**src/hw/rtl/mgbr_pkg.sv**
```systemverilog
// Shared types and constants for the monochrome glyph rasteriser.
package mgbr_pkg;

  localparam int COORD_W     = 16;
  localparam int DIM_W       = 8;
  localparam int COLOR_W     = 16;
  localparam int BYTE_W      = 8;
  localparam int BIT_IDX_W   = $clog2(BYTE_W);
  localparam int QUEUE_DEPTH = 2;
  localparam int QPTR_W      = $clog2(QUEUE_DEPTH);
  localparam int QCNT_W      = $clog2(QUEUE_DEPTH + 1);

  localparam logic KIND_DATA = 1'b1;

  typedef enum logic {
    CMD_START = 1'b0,
    CMD_BYTE  = 1'b1
  } op_t;

  typedef enum logic [1:0] {
    ST_IDLE  = 2'd0,
    ST_SCAN  = 2'd1,
    ST_FLUSH = 2'd2
  } state_t;

  typedef struct packed {
    logic                      kind;
    logic signed [COORD_W-1:0] origin_x;
    logic signed [COORD_W-1:0] origin_y;
    logic [DIM_W-1:0]          glyph_width;
    logic [DIM_W-1:0]          glyph_height;
    logic [COLOR_W-1:0]        pixel_color;
    logic [BYTE_W-1:0]         data_byte;
  } in_item_t;

  typedef struct packed {
    logic signed [COORD_W-1:0] pixel_x;
    logic signed [COORD_W-1:0] pixel_y;
    logic [COLOR_W-1:0]        out_color;
    logic                      last_of_byte;
  } out_item_t;

  typedef struct packed {
    op_t                op;
    logic               empty;
    logic [COORD_W-1:0] origin_x;
    logic [COORD_W-1:0] origin_y;
    logic [DIM_W-1:0]   glyph_width;
    logic [DIM_W-1:0]   glyph_height;
    logic [COLOR_W-1:0] pixel_color;
    logic [BYTE_W-1:0]  data_byte;
  } cmd_t;

endpackage

```
**src/hw/rtl/mgbr_front.sv**
```systemverilog
// Front end: accept input beats, classify them and queue them for the back end.
module mgbr_front (
  input  logic              clk,
  input  logic              rst,
  input  logic              in_valid,
  output logic              in_ready,
  input  mgbr_pkg::in_item_t in_data,
  output logic              q_valid,
  input  logic              q_ready,
  output mgbr_pkg::cmd_t    q_data
);
  import mgbr_pkg::*;

  cmd_t              entry [QUEUE_DEPTH];
  logic [QPTR_W-1:0] wr_ptr;
  logic [QPTR_W-1:0] rd_ptr;
  logic [QCNT_W-1:0] count;
  cmd_t              cmd_in;
  logic              wr_en;
  logic              rd_en;

  // Classify: tag the item and flag an empty glyph up front.
  always_comb begin
    cmd_in.op           = (in_data.kind == KIND_DATA) ? CMD_BYTE : CMD_START;
    cmd_in.empty        = (in_data.glyph_width == '0) || (in_data.glyph_height == '0);
    cmd_in.origin_x     = in_data.origin_x;
    cmd_in.origin_y     = in_data.origin_y;
    cmd_in.glyph_width  = in_data.glyph_width;
    cmd_in.glyph_height = in_data.glyph_height;
    cmd_in.pixel_color  = in_data.pixel_color;
    cmd_in.data_byte    = in_data.data_byte;
  end

  assign in_ready = (count != QCNT_W'(QUEUE_DEPTH));
  assign q_valid  = (count != '0);
  assign q_data   = entry[rd_ptr];
  assign wr_en    = in_valid && in_ready;
  assign rd_en    = q_valid && q_ready;

  always_ff @(posedge clk) begin
    if (wr_en) begin
      entry[wr_ptr] <= cmd_in;
    end
  end

  always_ff @(posedge clk) begin
    if (rst) begin
      wr_ptr <= '0;
      rd_ptr <= '0;
      count  <= '0;
    end else begin
      if (wr_en) begin
        wr_ptr <= wr_ptr + 1'b1;
      end
      if (rd_en) begin
        rd_ptr <= rd_ptr + 1'b1;
      end
      case ({wr_en, rd_en})
        2'b10:   count <= count + 1'b1;
        2'b01:   count <= count - 1'b1;
        default: count <= count;
      endcase
    end
  end

  a_count_bound: assert property (@(posedge clk) disable iff (rst)
    count <= QCNT_W'(QUEUE_DEPTH))
    else $error("queue fill count beyond depth");

  a_ptr_count: assert property (@(posedge clk) disable iff (rst)
    QPTR_W'(wr_ptr - rd_ptr) == count[QPTR_W-1:0])
    else $error("queue pointers disagree with fill count");

endmodule

```
**src/hw/rtl/mgbr_back.sv**
```systemverilog
// Back end: hold glyph state, scan bytes a bit per unstalled cycle, register pixels.
module mgbr_back #(
  parameter int COLOR_BITS = 16
) (
  input  logic               clk,
  input  logic               rst,
  input  logic               q_valid,
  output logic               q_ready,
  input  mgbr_pkg::cmd_t     q_data,
  output logic               out_valid,
  input  logic               out_ready,
  output mgbr_pkg::out_item_t out_data
);
  import mgbr_pkg::*;

  localparam int KEEP_W = (COLOR_BITS < COLOR_W) ? COLOR_BITS : COLOR_W;

  state_t             state;
  state_t             state_next;
  logic [COORD_W-1:0] base_x;
  logic [COORD_W-1:0] base_y;
  logic [KEEP_W-1:0]  draw_color;
  logic [DIM_W-1:0]   width_reg;
  logic [DIM_W-1:0]   height_reg;
  logic [DIM_W-1:0]   col_count;
  logic [DIM_W-1:0]   row_count;
  logic               glyph_active;
  logic [BYTE_W-1:0]  byte_sh;
  logic [BIT_IDX_W-1:0] bit_cnt;
  logic               pend_valid;
  logic [COORD_W-1:0] pend_x;
  logic [COORD_W-1:0] pend_y;

  logic [COORD_W-1:0] base_x_next;
  logic [COORD_W-1:0] base_y_next;
  logic [KEEP_W-1:0]  draw_color_next;
  logic [DIM_W-1:0]   width_reg_next;
  logic [DIM_W-1:0]   height_reg_next;
  logic [DIM_W-1:0]   col_count_next;
  logic [DIM_W-1:0]   row_count_next;
  logic               glyph_active_next;
  logic [BYTE_W-1:0]  byte_sh_next;
  logic [BIT_IDX_W-1:0] bit_cnt_next;
  logic               pend_valid_next;
  logic [COORD_W-1:0] pend_x_next;
  logic [COORD_W-1:0] pend_y_next;

  logic               hit;
  logic [DIM_W:0]     col_plus;
  logic [DIM_W:0]     row_plus;
  logic               row_end;
  logic               glyph_end;
  logic               done;
  logic [COORD_W-1:0] new_x;
  logic [COORD_W-1:0] new_y;
  logic               out_free;
  logic               push_req;
  logic               push;
  out_item_t          push_data;
  logic               scan_go;
  logic               flush_go;
  logic               pop;
  logic               active_after;
  logic               pop_byte_go;

  // Decode the current scan step.
  always_comb begin
    hit       = byte_sh[BYTE_W-1];
    col_plus  = {1'b0, col_count} + 1'b1;
    row_plus  = {1'b0, row_count} + 1'b1;
    row_end   = (col_plus >= {1'b0, width_reg});
    glyph_end = row_end && (row_plus >= {1'b0, height_reg});
    done      = (bit_cnt == BIT_IDX_W'(BYTE_W - 1)) || glyph_end;
    new_x     = base_x + {{(COORD_W-DIM_W){1'b0}}, col_count};
    new_y     = base_y + {{(COORD_W-DIM_W){1'b0}}, row_count};
  end

  assign out_free = !out_valid || out_ready;

  // Outputs of the sequencer: pixel pushes, step enables and queue pop.
  always_comb begin
    push_req  = 1'b0;
    push_data = '0;
    push_data.out_color = COLOR_W'(draw_color);
    case (state)
      ST_SCAN: begin
        if (hit && pend_valid) begin
          push_req               = 1'b1;
          push_data.pixel_x      = pend_x;
          push_data.pixel_y      = pend_y;
          push_data.last_of_byte = 1'b0;
        end else if (done && hit) begin
          push_req               = 1'b1;
          push_data.pixel_x      = new_x;
          push_data.pixel_y      = new_y;
          push_data.last_of_byte = 1'b1;
        end else if (done && pend_valid) begin
          push_req               = 1'b1;
          push_data.pixel_x      = pend_x;
          push_data.pixel_y      = pend_y;
          push_data.last_of_byte = 1'b1;
        end
      end
      ST_FLUSH: begin
        push_req               = 1'b1;
        push_data.pixel_x      = pend_x;
        push_data.pixel_y      = pend_y;
        push_data.last_of_byte = 1'b1;
      end
      default: begin
        push_req = 1'b0;
      end
    endcase
    push         = push_req && out_free;
    scan_go      = (state == ST_SCAN) && (!push_req || out_free);
    flush_go     = (state == ST_FLUSH) && out_free;
    active_after = (scan_go && glyph_end) ? 1'b0 : glyph_active;
    pop          = q_valid && ((state == ST_IDLE) ||
                   (scan_go && done && !(hit && pend_valid)));
    pop_byte_go  = pop && (q_data.op == CMD_BYTE) && active_after;
    q_ready      = pop;
  end

  // Next state.
  always_comb begin
    state_next = state;
    case (state)
      ST_IDLE: begin
        if (pop_byte_go) begin
          state_next = ST_SCAN;
        end
      end
      ST_SCAN: begin
        if (scan_go && done) begin
          if (hit && pend_valid) begin
            state_next = ST_FLUSH;
          end else if (pop_byte_go) begin
            state_next = ST_SCAN;
          end else begin
            state_next = ST_IDLE;
          end
        end
      end
      ST_FLUSH: begin
        if (flush_go) begin
          state_next = ST_IDLE;
        end
      end
      default: begin
        state_next = ST_IDLE;
      end
    endcase
  end

  // Glyph and scan registers.
  always_comb begin
    base_x_next       = base_x;
    base_y_next       = base_y;
    draw_color_next   = draw_color;
    width_reg_next    = width_reg;
    height_reg_next   = height_reg;
    col_count_next    = col_count;
    row_count_next    = row_count;
    glyph_active_next = glyph_active;
    byte_sh_next      = byte_sh;
    bit_cnt_next      = bit_cnt;
    pend_valid_next   = pend_valid;
    pend_x_next       = pend_x;
    pend_y_next       = pend_y;

    if (scan_go) begin
      byte_sh_next = {byte_sh[BYTE_W-2:0], 1'b0};
      bit_cnt_next = bit_cnt + 1'b1;
      if (row_end) begin
        col_count_next = '0;
        row_count_next = row_plus[DIM_W-1:0];
      end else begin
        col_count_next = col_plus[DIM_W-1:0];
      end
      if (glyph_end) begin
        glyph_active_next = 1'b0;
      end
      if (hit && !(done && !pend_valid)) begin
        pend_valid_next = 1'b1;
        pend_x_next     = new_x;
        pend_y_next     = new_y;
      end
      if (done && !(hit && pend_valid)) begin
        pend_valid_next = 1'b0;
      end
    end

    if (flush_go) begin
      pend_valid_next = 1'b0;
    end

    // A start overrides whatever the final scan step left behind.
    if (pop && (q_data.op == CMD_START)) begin
      base_x_next       = q_data.origin_x;
      base_y_next       = q_data.origin_y;
      width_reg_next    = q_data.glyph_width;
      height_reg_next   = q_data.glyph_height;
      draw_color_next   = q_data.pixel_color[KEEP_W-1:0];
      col_count_next    = '0;
      row_count_next    = '0;
      glyph_active_next = !q_data.empty;
    end
    if (pop_byte_go) begin
      byte_sh_next = q_data.data_byte;
      bit_cnt_next = '0;
    end
  end

  always_ff @(posedge clk) begin
    if (rst) begin
      state        <= ST_IDLE;
      base_x       <= '0;
      base_y       <= '0;
      draw_color   <= '0;
      width_reg    <= '0;
      height_reg   <= '0;
      col_count    <= '0;
      row_count    <= '0;
      glyph_active <= 1'b0;
      pend_valid   <= 1'b0;
      out_valid    <= 1'b0;
    end else begin
      state        <= state_next;
      base_x       <= base_x_next;
      base_y       <= base_y_next;
      draw_color   <= draw_color_next;
      width_reg    <= width_reg_next;
      height_reg   <= height_reg_next;
      col_count    <= col_count_next;
      row_count    <= row_count_next;
      glyph_active <= glyph_active_next;
      pend_valid   <= pend_valid_next;
      if (push) begin
        out_valid <= 1'b1;
      end else if (out_ready) begin
        out_valid <= 1'b0;
      end
    end
  end

  always_ff @(posedge clk) begin
    byte_sh <= byte_sh_next;
    bit_cnt <= bit_cnt_next;
    pend_x  <= pend_x_next;
    pend_y  <= pend_y_next;
    if (push) begin
      out_data <= push_data;
    end
  end

  a_flush_has_pixel: assert property (@(posedge clk) disable iff (rst)
    (state == ST_FLUSH) |-> pend_valid)
    else $error("flush without a held pixel");

  a_scan_active: assert property (@(posedge clk) disable iff (rst)
    (state == ST_SCAN) |-> glyph_active)
    else $error("scanning with no glyph in progress");

  a_idle_drained: assert property (@(posedge clk) disable iff (rst)
    (state == ST_IDLE) |-> !pend_valid)
    else $error("held pixel left over after a byte");

  a_counts_in_glyph: assert property (@(posedge clk) disable iff (rst)
    glyph_active |-> ((col_count < width_reg) && (row_count < height_reg)))
    else $error("column or row count outside the glyph");

endmodule

```
**src/hw/rtl/mono_glyph_bitmap_rasterizer_unit.sv**
```systemverilog
// Top level of the monochrome 1bpp glyph rasteriser.
//
// Input channel (in_valid/in_ready/in_data): a beat of kind start latches
// the glyph origin, width, height and colour and rewinds the column and row
// counts; a beat of kind data carries the next packed bitmap byte, MSB
// first, with bits running on across row ends.
// Output channel (out_valid/out_ready/out_data): one beat per set pixel
// inside the glyph, coordinates wrapped to 16 bits, last_of_byte marking
// the final pixel that a byte produced.
// Beats pass through a two-entry queue to a bit scanner that walks one
// bitmap bit per cycle. Back to back, a data byte occupies the scanner
// until its last bit or the end of the glyph; when its last scanned bit
// and an earlier bit are both set, the scanner passes through its flush and
// idle states before the next beat is taken. Start beats and bytes with no
// glyph in progress are consumed without entering the scan state. Each
// pixel is held until the next set bit or the end of its byte. Throughput
// is set by the scanner. Reset clears the queue, the held pixel, the output
// register and all glyph state. When the receiver stalls, the output
// register holds its beat, the scanner holds at the next step that must
// push a pixel, and the queue keeps accepting until it is full.
module mono_glyph_bitmap_rasterizer_unit #(
  parameter int COLOR_BITS = 16
) (
  input  logic                clk,
  input  logic                rst,
  input  logic                in_valid,
  output logic                in_ready,
  input  mgbr_pkg::in_item_t  in_data,
  output logic                out_valid,
  input  logic                out_ready,
  output mgbr_pkg::out_item_t out_data
);
  import mgbr_pkg::*;

  // Queue between the classifier and the scanner.
  logic q_valid;
  logic q_ready;
  cmd_t q_data;

  mgbr_front u_front (
    .clk      (clk),
    .rst      (rst),
    .in_valid (in_valid),
    .in_ready (in_ready),
    .in_data  (in_data),
    .q_valid  (q_valid),
    .q_ready  (q_ready),
    .q_data   (q_data)
  );

  // Scanner: glyph registers, bit walk and registered pixel output.
  mgbr_back #(
    .COLOR_BITS (COLOR_BITS)
  ) u_back (
    .clk       (clk),
    .rst       (rst),
    .q_valid   (q_valid),
    .q_ready   (q_ready),
    .q_data    (q_data),
    .out_valid (out_valid),
    .out_ready (out_ready),
    .out_data  (out_data)
  );

endmodule

```
**config.mk**
```make
export PLATFORM = sky130hd
export DESIGN_NAME = mono_glyph_bitmap_rasterizer_unit
export DESIGN_NICKNAME = d
export VERILOG_FILES = /design/src/hw/rtl/mgbr_pkg.sv /design/src/hw/rtl/mgbr_front.sv /design/src/hw/rtl/mgbr_back.sv /design/src/hw/rtl/mono_glyph_bitmap_rasterizer_unit.sv
export SDC_FILE = /design/constraint.sdc
export NUM_CORES = 1
export LEC_CHECK = 0
export ABC_AREA = 1
export BUFFER_PORTS_ARGS = -buffer_cell sky130_fd_sc_hd__buf_2
export CAP_MARGIN = 20
export CORE_ASPECT_RATIO = 1.25
export CORE_UTILIZATION = 45
export CTS_CLUSTER_DIAMETER = 150
export CTS_CLUSTER_SIZE = 12
export DETAILED_ROUTE_END_ITERATION = 12
export REMOVE_ABC_BUFFERS = 1
export SLEW_MARGIN = 20
export SYNTH_ARGS = -nofsm -noshare
export SYNTH_HDL_FRONTEND = slang
export SYNTH_HIERARCHICAL = 1
export SYNTH_SLANG_ARGS = --single-unit
```
**constraint.sdc**
```tcl
create_clock -name clk -period 6 [get_ports clk]
set_input_delay 0.3 -clock clk [delete_from_list [all_inputs] [get_ports clk]]
set_output_delay 0.3 -clock clk [all_outputs]
set_load 0.05 [all_outputs]
```
Yosys cells after proc, flatten, opt, wreduce, memory -nomap -nowiden --
Memories as Yosys holds them, arrays and structs flattened. A register that Yosys moved wholly into a read port is not among the register bits. Index checks and enable logic that the tools add are counted.
Cells by class: muxes and demuxes 33, equality and inequality tests 9, bitwise logic cells 1, reduce and logical (&&, ||, !) cells 47, add/sub/neg operators 9, order comparisons 2
Operator list (number):
- $mux 32 | 3
- $pmux 32 s2 | 1
- $add 16x8->16 | 2
- $mux 8 | 3
- $logic_and 1x1->1 | 19
- $add 8x1->9 const B | 2
- $ge 9x8->1 | 2
- $mux 1 | 18
- $logic_not 8->1 | 2
- $reduce_bool 2->1 | 7
- $mux 2 | 4
- $reduce_and 2->1 | 4
- $logic_not 1->1 | 6
- $pmux 2 s3 | 1
- $logic_or 1x1->1 | 5
- $eq 2x1->1 const B | 2
- $eq 2x2->1 const B | 2
- $ne 2x1->1 const B | 2
- $ne 2x2->1 const B | 2
- $pmux 1 s2 | 2
- $pmux 2 s2 | 1
- $reduce_or 2->1 | 2
- $add 3x1->3 const B | 1
- $eq 3x3->1 const B | 1
- other kinds (6) | 7
Word-level totals: output and inout port bits 51, register bits 181, memory bits (writable) 148, memories kept 1, input port bits 77, word-level logic and storage cells 124
Memory list:
- u_front.entry | words 2, bits a word 74, read ports 1, clocked after Yosys merged registers in 1, wr ports 1, RTL line mgbr_front.sv:14 | cmd_t entry [QUEUE_DEPTH];

Depth between registers and ports, before layout --
depth in word-level cells 22, depth in mapped cells 29, depth with buffers taken out 28

Modules after synthesis --
The synthesis kept the hierarchy.
By module, submodules not included:
- mgbr_back | instances 1, area each 8579.5 µm², seq. area each 4434.3 µm², cells an instance 960
- mgbr_front | instances 1, area each 5874.4 µm², seq. area each 4544.4 µm², cells an instance 279

Worst setup path before layout --
No wires, ideal clock.
path type flip-flop to flip-flop, start reg u_front.count[0], end mem u_front/entry[0][0] in the netlist's numbering (enable), arrival time 4090 ps, required time 5493 ps, clock period less this slack 4597 ps, setup slack 1403 ps, path buffers 0, library setup time 507 ps, cell stages (with the launch flop) 5, path through dfxtp_1 -> inv_1 -> nand2_1 -> nand2_1 -> nor2_1
On the way: cells in the longest elaborated chain, start to end 4
Ends and longest elaborated chain:
- from (decl) | RTL line mgbr_front.sv:17 | logic [QCNT_W-1:0] count;
- from (signal assigned) | RTL line mgbr_front.sv:59 | 2'b10: count <= count + 1'b1;
- from (signal assigned) | RTL line mgbr_front.sv:60 | 2'b01: count <= count - 1'b1;
- from (signal assigned) | RTL line mgbr_front.sv:61 | default: count <= count;
- $ne 2x2->1 | RTL line mgbr_front.sv:34 | assign in_ready = (count != QCNT_W'(QUEUE_DEPTH));
- net in_ready | RTL line mono_glyph_bitmap_rasterizer_unit.sv:27 | output logic in_ready,
- $logic_and 1x1->1 | RTL line mgbr_front.sv:37 | assign wr_en = in_valid && in_ready;
- $mux 1 | RTL line mgbr_front.sv:41 | if (wr_en) begin
- $mux 1 (implied by the code) | RTL line mgbr_front.sv:42 | entry[wr_ptr] <= cmd_in;
- to (decl) | RTL line mgbr_front.sv:14
The timed path passes the listed nets, and every way through them passes these cells.

Worst setup path in the final report --
start reg u_back.col_count[1], end reg u_back.pend_y[5] (enable)
On the way: cells in the longest elaborated chain, start to end 13, elaborated cells on any way between the ends 17, classes of those cells add/sub: 1; order compare: 1; mux: 4; reduce/logical: 11
Ends and longest elaborated chain:
- from (decl) | RTL line mgbr_back.sv:25 | logic [DIM_W-1:0] col_count;
- from (signal assigned) | RTL line mgbr_back.sv:234 | col_count <= col_count_next;
- $add 8x1->9 * | RTL line mgbr_back.sv:69 | col_plus = {1'b0, col_count} + 1'b1;
- $ge 9x8->1 * | RTL line mgbr_back.sv:71 | row_end = (col_plus >= {1'b0, width_reg});
- $logic_and 1x1->1 * | RTL line mgbr_back.sv:72 | glyph_end = row_end && (row_plus >= {1'b0, height_reg});
- $logic_or 1x1->1 * | RTL line mgbr_back.sv:73 | done = (bit_cnt == BIT_IDX_W'(BYTE_W - 1)) || glyph_end;
- $logic_and 1x1->1 | RTL line mgbr_back.sv:97 | end else if (done && pend_valid) begin
- $mux 1 | RTL line mgbr_back.sv:97
- $mux 1 | RTL line mgbr_back.sv:92 | end else if (done && hit) begin
- $mux 1 | RTL line mgbr_back.sv:87 | if (hit && pend_valid) begin
- $pmux 1 s2 | RTL line mgbr_back.sv:85 | case (state)
- $logic_not 1->1 | RTL line mgbr_back.sv:115 | scan_go = (state == ST_SCAN) && (!push_req || out_free);
- $logic_or 1x1->1 | RTL line mgbr_back.sv:115
- $logic_and 1x1->1 | RTL line mgbr_back.sv:115
- $reduce_and 2->1 (no line) *
- to (signal assigned) | RTL line mgbr_back.sv:250 | pend_y <= pend_y_next;
- to (decl) | RTL line mgbr_back.sv:32 | logic [COORD_W-1:0] pend_y;
Every way passes the cells marked *; elsewhere a longest branch is shown, timed or not. A chain may end at the register's enable or synchronous reset.

==> metrics list <==
* Worst path bufs/invs: 4
- Post-synth EDFFs: approximately 240
- For the final database, setup skew stands at between 0.02 and 0.025 ns.
* Share of the clock period used by the worst path after layout: about 71%
- Post-synthesis average cell area: 11.7 um2
- Dividing the detail-routed wire length by the instance count gives ~16 um.
- Core Box Area: between 30,000 and 40,000 um2
* All-Layer GR Usage: 18.1%
- At the end of routability-driven placement, the weighted congestion stood at just over 0.8.
- Share of cells above drive strength 1: between 15 and 20%
- Clock Pin Slew Worst Setup and Hold Paths: around 0.060 ns
- H-tree depth: 1
* First DRT Iteration DRCs: about 450
* First drt pass iteration count: 4
- Class of the worst hold path: input port to register
- In this run the horizontal extent of the chip is between 150 and 200 um.
- After filler insertion, the fill cell instance count of the layout stands at about 2,800.
* Max Root-Sink Buffers: 3
- Slowest stage cell on the critical path: sky130_fd_sc_hd__inv_1
- The signal on the critical path passes through ha_1 > nand2_1 > nor2_1 > xor2_1 > ha_1 > nand2_1 > inv_1 > nand2_1 > nand3_1 > nand2_1 > nand2_1 > nand2_1 > nand2_2 > nand2_2 > nand2_2 > o211ai_1 > nand2_1 > nand3_2 > nand2_1 > inv_1 > nand3_1 > inv_1 > buf_4.
* Number of primary I/O pins: 128
- 0 antenna diodes ended up in the layout.
- Post-Synthesis Cell Area: ~14,000 um2
- P_leak: roughly 6.6 nW
- Setup violations remaining at the end of the flow were counted as 0.
* Fmax: 0.235 GHz
- The register with the most flip-flops in the layout has between 100 and 150 of them.
* Family of cells with the greatest summed delay on the critical path: simple AND/OR/NAND/NOR gates
* Capture endpoint of the worst hold path: u_back/out_valid
* Arrival time at the worst endpoint: roughly 4.5 ns
- The final max-slew violation count was 0.
* RSZ-0062 raised after global routing: no
- CTS Sinks: 330
* Sequential fraction of the synthesis area: 62.1%
- The first global-routing pass estimated between 40,000 and 50,000 um of wire.
- Warning count from the yosys run: 6
* Worst skew pair latency: between 0.5 and 0.6 ns
- Wire length reported by the detailed router: between 20,000 and 30,000 um
- Unique cell type count in the Yosys netlist: between 40 and 50
- Cell count of the worst hold path: 4
- Largest stage delay on the critical path: roughly 0.47 ns
- STA classifies the critical path endpoint as a register.
- Row cnt: 73
- The via count of the first global-routing pass is between 9,000 and 10,000.
* Max-cap violations: 0
* Depth of the worst register-to-register path: 23
* Chip Height: 202 um
- R2r endpoint: u_back/pend_y[5]
- The net count of the finished layout is approximately 1,600.
- After routing the design area is approximately 17,000 um2.
- Clock tree from TritonCTS: yes
* Number of buffers inserted during clock tree synthesis: 31
- The most numerous cell type found on the critical path is sky130_fd_sc_hd__nand2_1.
- Resized Gates After CTS: 0
- Initial cell density of the core: a little under half
- Startpoint Class: register
- The cell count after synthesis came out at approximately 1,200.
* CTS Root Buffer Type: sky130_fd_sc_hd__clkbuf_16
* Via total after detailed routing: approximately 9,400
- After legalization and detailed placement, the total HPWL measured ~18,000 um.
* Run status: finished clean
* Number of remaining DRC errors: 0
- Count of port buffers added during placement: between 100 and 150
- Fraction of synthesis flops using an asynchronous set or reset pin: 0%
- Worst slew margin relative to its limit: roughly 30%
* Largest net degree at the start of global routing: between 90 and 100
- Number of synthesized register bits: 330
* Largest fanout on the critical path: 32
- Hold path startpoint: out_ready
* Worst R2R Setup Slack: 1.74 ns
- The smallest clock period supported by the final layout is computed as 4.26 ns.
- The library cell used most frequently in the layout, excluding fill and tap cells, is sky130_fd_sc_hd__edfxtp_1.
- Setup total negative slack on the finished layout was measured at 0 ns.
- Number of antenna violations at the first check in global routing: 0
- Required time at the worst-slack endpoint: slightly above 6 ns
- Relative to the synthesized area, the layout overhead comes to 18.1%.
- The hold violation count in the final report came to 0.
- Dividing the detail-routed via count by the number of cells gives 5.00.
- The placed instances occupy a cell area of approximately 15,000 um2.
- The startpoint identified for the worst register-to-register timing path is u_back/col_count[1].
* Overall overflow remaining after global route: 0
- Regs by FF count: u_front/entry: 148 flops, u_back/out_data: 49 flops
* Final ANT Viol Nets: 0
- For this run, the leading register cell type out of synthesis is sky130_fd_sc_hd__edfxtp_1.
- WS Path Type: register to register
* Power density over cell area: about 390 nW/um2
* Worst ir drop on vdd: 0.233 mV
- Final design utilization: a little over half
* Least-Margin Pin Slew: 1.05 ns
- The floorplan step defined a die boundary enclosing 32,800 um2.
- Commonest cells after routing, fill and taps aside: sky130_fd_sc_hd__edfxtp_1, sky130_fd_sc_hd__nand2_1, sky130_fd_sc_hd__a21oi_1
* Largest reg by FF count: u_front/entry
[cells in the mapped netlist, types with 2 or more instances]
cell / n / area (um2)
sky130_fd_sc_hd__fa_1: 2 / 40.0
sky130_fd_sc_hd__or2_2: 3 / 18.8
sky130_fd_sc_hd__nor4_1: 2 / 12.5
sky130_fd_sc_hd__o211ai_1: 15 / 113
sky130_fd_sc_hd__o21ai_1: 26 / 130
sky130_fd_sc_hd__inv_1: 98 / 368
sky130_fd_sc_hd__xnor2_1: 2 / 17.5
sky130_fd_sc_hd__xor2_1: 37 / 324
sky130_fd_sc_hd__o21bai_1: 2 / 15.0
sky130_fd_sc_hd__mux2_4: 60 / 901
sky130_fd_sc_hd__nand3_2: 2 / 20.0
sky130_fd_sc_hd__nand3_1: 69 / 345
sky130_fd_sc_hd__o21ai_0: 13 / 65.1
sky130_fd_sc_hd__a21oi_1: 136 / 681
sky130_fd_sc_hd__buf_1: 4 / 15.0
sky130_fd_sc_hd__buf_4: 6 / 45.0
sky130_fd_sc_hd__nand2_1: 227 / 852
sky130_fd_sc_hd__nor3_1: 6 / 30.0
sky130_fd_sc_hd__nor2_2: 2 / 12.5
sky130_fd_sc_hd__a221o_1: 6 / 60.1
sky130_fd_sc_hd__mux2_2: 14 / 158
sky130_fd_sc_hd__nor2_1: 60 / 225
sky130_fd_sc_hd__buf_6: 13 / 146
sky130_fd_sc_hd__nand4_1: 7 / 43.8
sky130_fd_sc_hd__nand2_4: 2 / 22.5
sky130_fd_sc_hd__nand2_2: 4 / 25.0
sky130_fd_sc_hd__inv_2: 3 / 11.3
sky130_fd_sc_hd__buf_2: 8 / 40.0
sky130_fd_sc_hd__dfxtp_1: 93 / 1860
sky130_fd_sc_hd__edfxtp_1: 237 / 7120
sky130_fd_sc_hd__clkbuf_1: 22 / 82.6
sky130_fd_sc_hd__a31o_2: 2 / 17.5
sky130_fd_sc_hd__ha_1: 40 / 500
sky130_fd_sc_hd__o221ai_1: 5 / 43.8
sky130_fd_sc_hd__a22oi_1: 3 / 22.5
sky130_fd_sc_hd__a31oi_1: 2 / 12.5
[layer usage]
layer | up-vias | track usage (%) | part of all wire, %
li1 | 4726 | - | -
met1 | 4407 | 22.1 | 43
met2 | 190 | 32.3 | 50
met3 | 35 | 3.26 | 4.9
met4 | 0 | 5.56 | 1.9
met5 | - | 0 | 0
[power breakdown]
part	leakage [nW]	switching, W	internal [W]	total [W]
registers	2.97	0.000199	0.00287	0.00307
clock network	0.425	0.000806	0.000975	0.00178
logic	3.21	0.00112	0.000713	0.00184
[layout make-up]
| class | count | area, um2 | area share, % |
|---|---|---|---|
| Clock buffer | 56 | 870 | 5.09 |
| Clock inverter | 2 | 28.8 | 0.169 |
| Inverter | 102 | 383 | 2.24 |
| Multi-Input combinational cell | 754 | 4790 | 28.0 |
| Sequential cell | 330 | 8980 | 52.6 |
| Tap cell | 412 | 515 | 3.02 |
| Timing Repair Buffer | 214 | 1510 | 8.84 |
[how the worst max path moves through the flow]
stage                                   start             endpoint  cells past startpoint
after floorplan                      register  u_back/col_count[0]                      5
after global placement    u_back/col_count[1]    u_back/pend_x[15]                     23
after detailed placement  u_back/col_count[1]    u_back/pend_x[15]                     23
after CTS                 u_back/col_count[1]     u_back/pend_y[5]                     23
after global routing      u_back/col_count[1]     u_back/pend_y[8]                     23
final                     u_back/col_count[1]     u_back/pend_y[5]                     23
[metrics by stage]
| stage | std cells | power, W | setup WS (ns) | hold WS (ns) |
|---|---|---|---|---|
| after CTS | 1868 | 0.00677 | 1.72 | 0.122 |
| after detailed placement | 1736 | 0.00493 | 1.77 | 0.413 |
| after global routing | 1870 | 0.00708 | 1.31 | 0.191 |
| after global placement | 1736 | 0.00489 | 1.81 | 0.411 |
| after floorplan | 1186 | 0.00448 | 0.973 | 0.369 |
| final | 1870 | 0.00669 | 1.74 | 0.158 |
[repair_timing]
item,in CTS,in global routing
hold buffers,74,0
hold endpoints to repair,147,0
setup buffers,0,0
[tightest hold or removal path: cells and delay by family]
| kind | cells | cell delay, ns |
|---|---|---|
| AO/OA/AOI/OAI | 1 | 0.08 |
| buffers and inverters | 2 | 0.18 |
| AND/OR/NAND/NOR | 1 | 0.10 |
[cell families (layout without fill, tap and decap cells)]
kind of cell	count (synthesis)	after routing	synth area share (%)
AOI/OAI and AO/OA	214	214	8.34
xor gates and xnor gates	39	39	2.36
adders and majority gates	42	42	3.74
buffers and inverters	155	374	4.93
DFF	330	330	62.1
muxes	74	74	7.32
and+or+nand+nor	385	385	11.2
No activity file was read; power rests on OpenSTA's default activity.
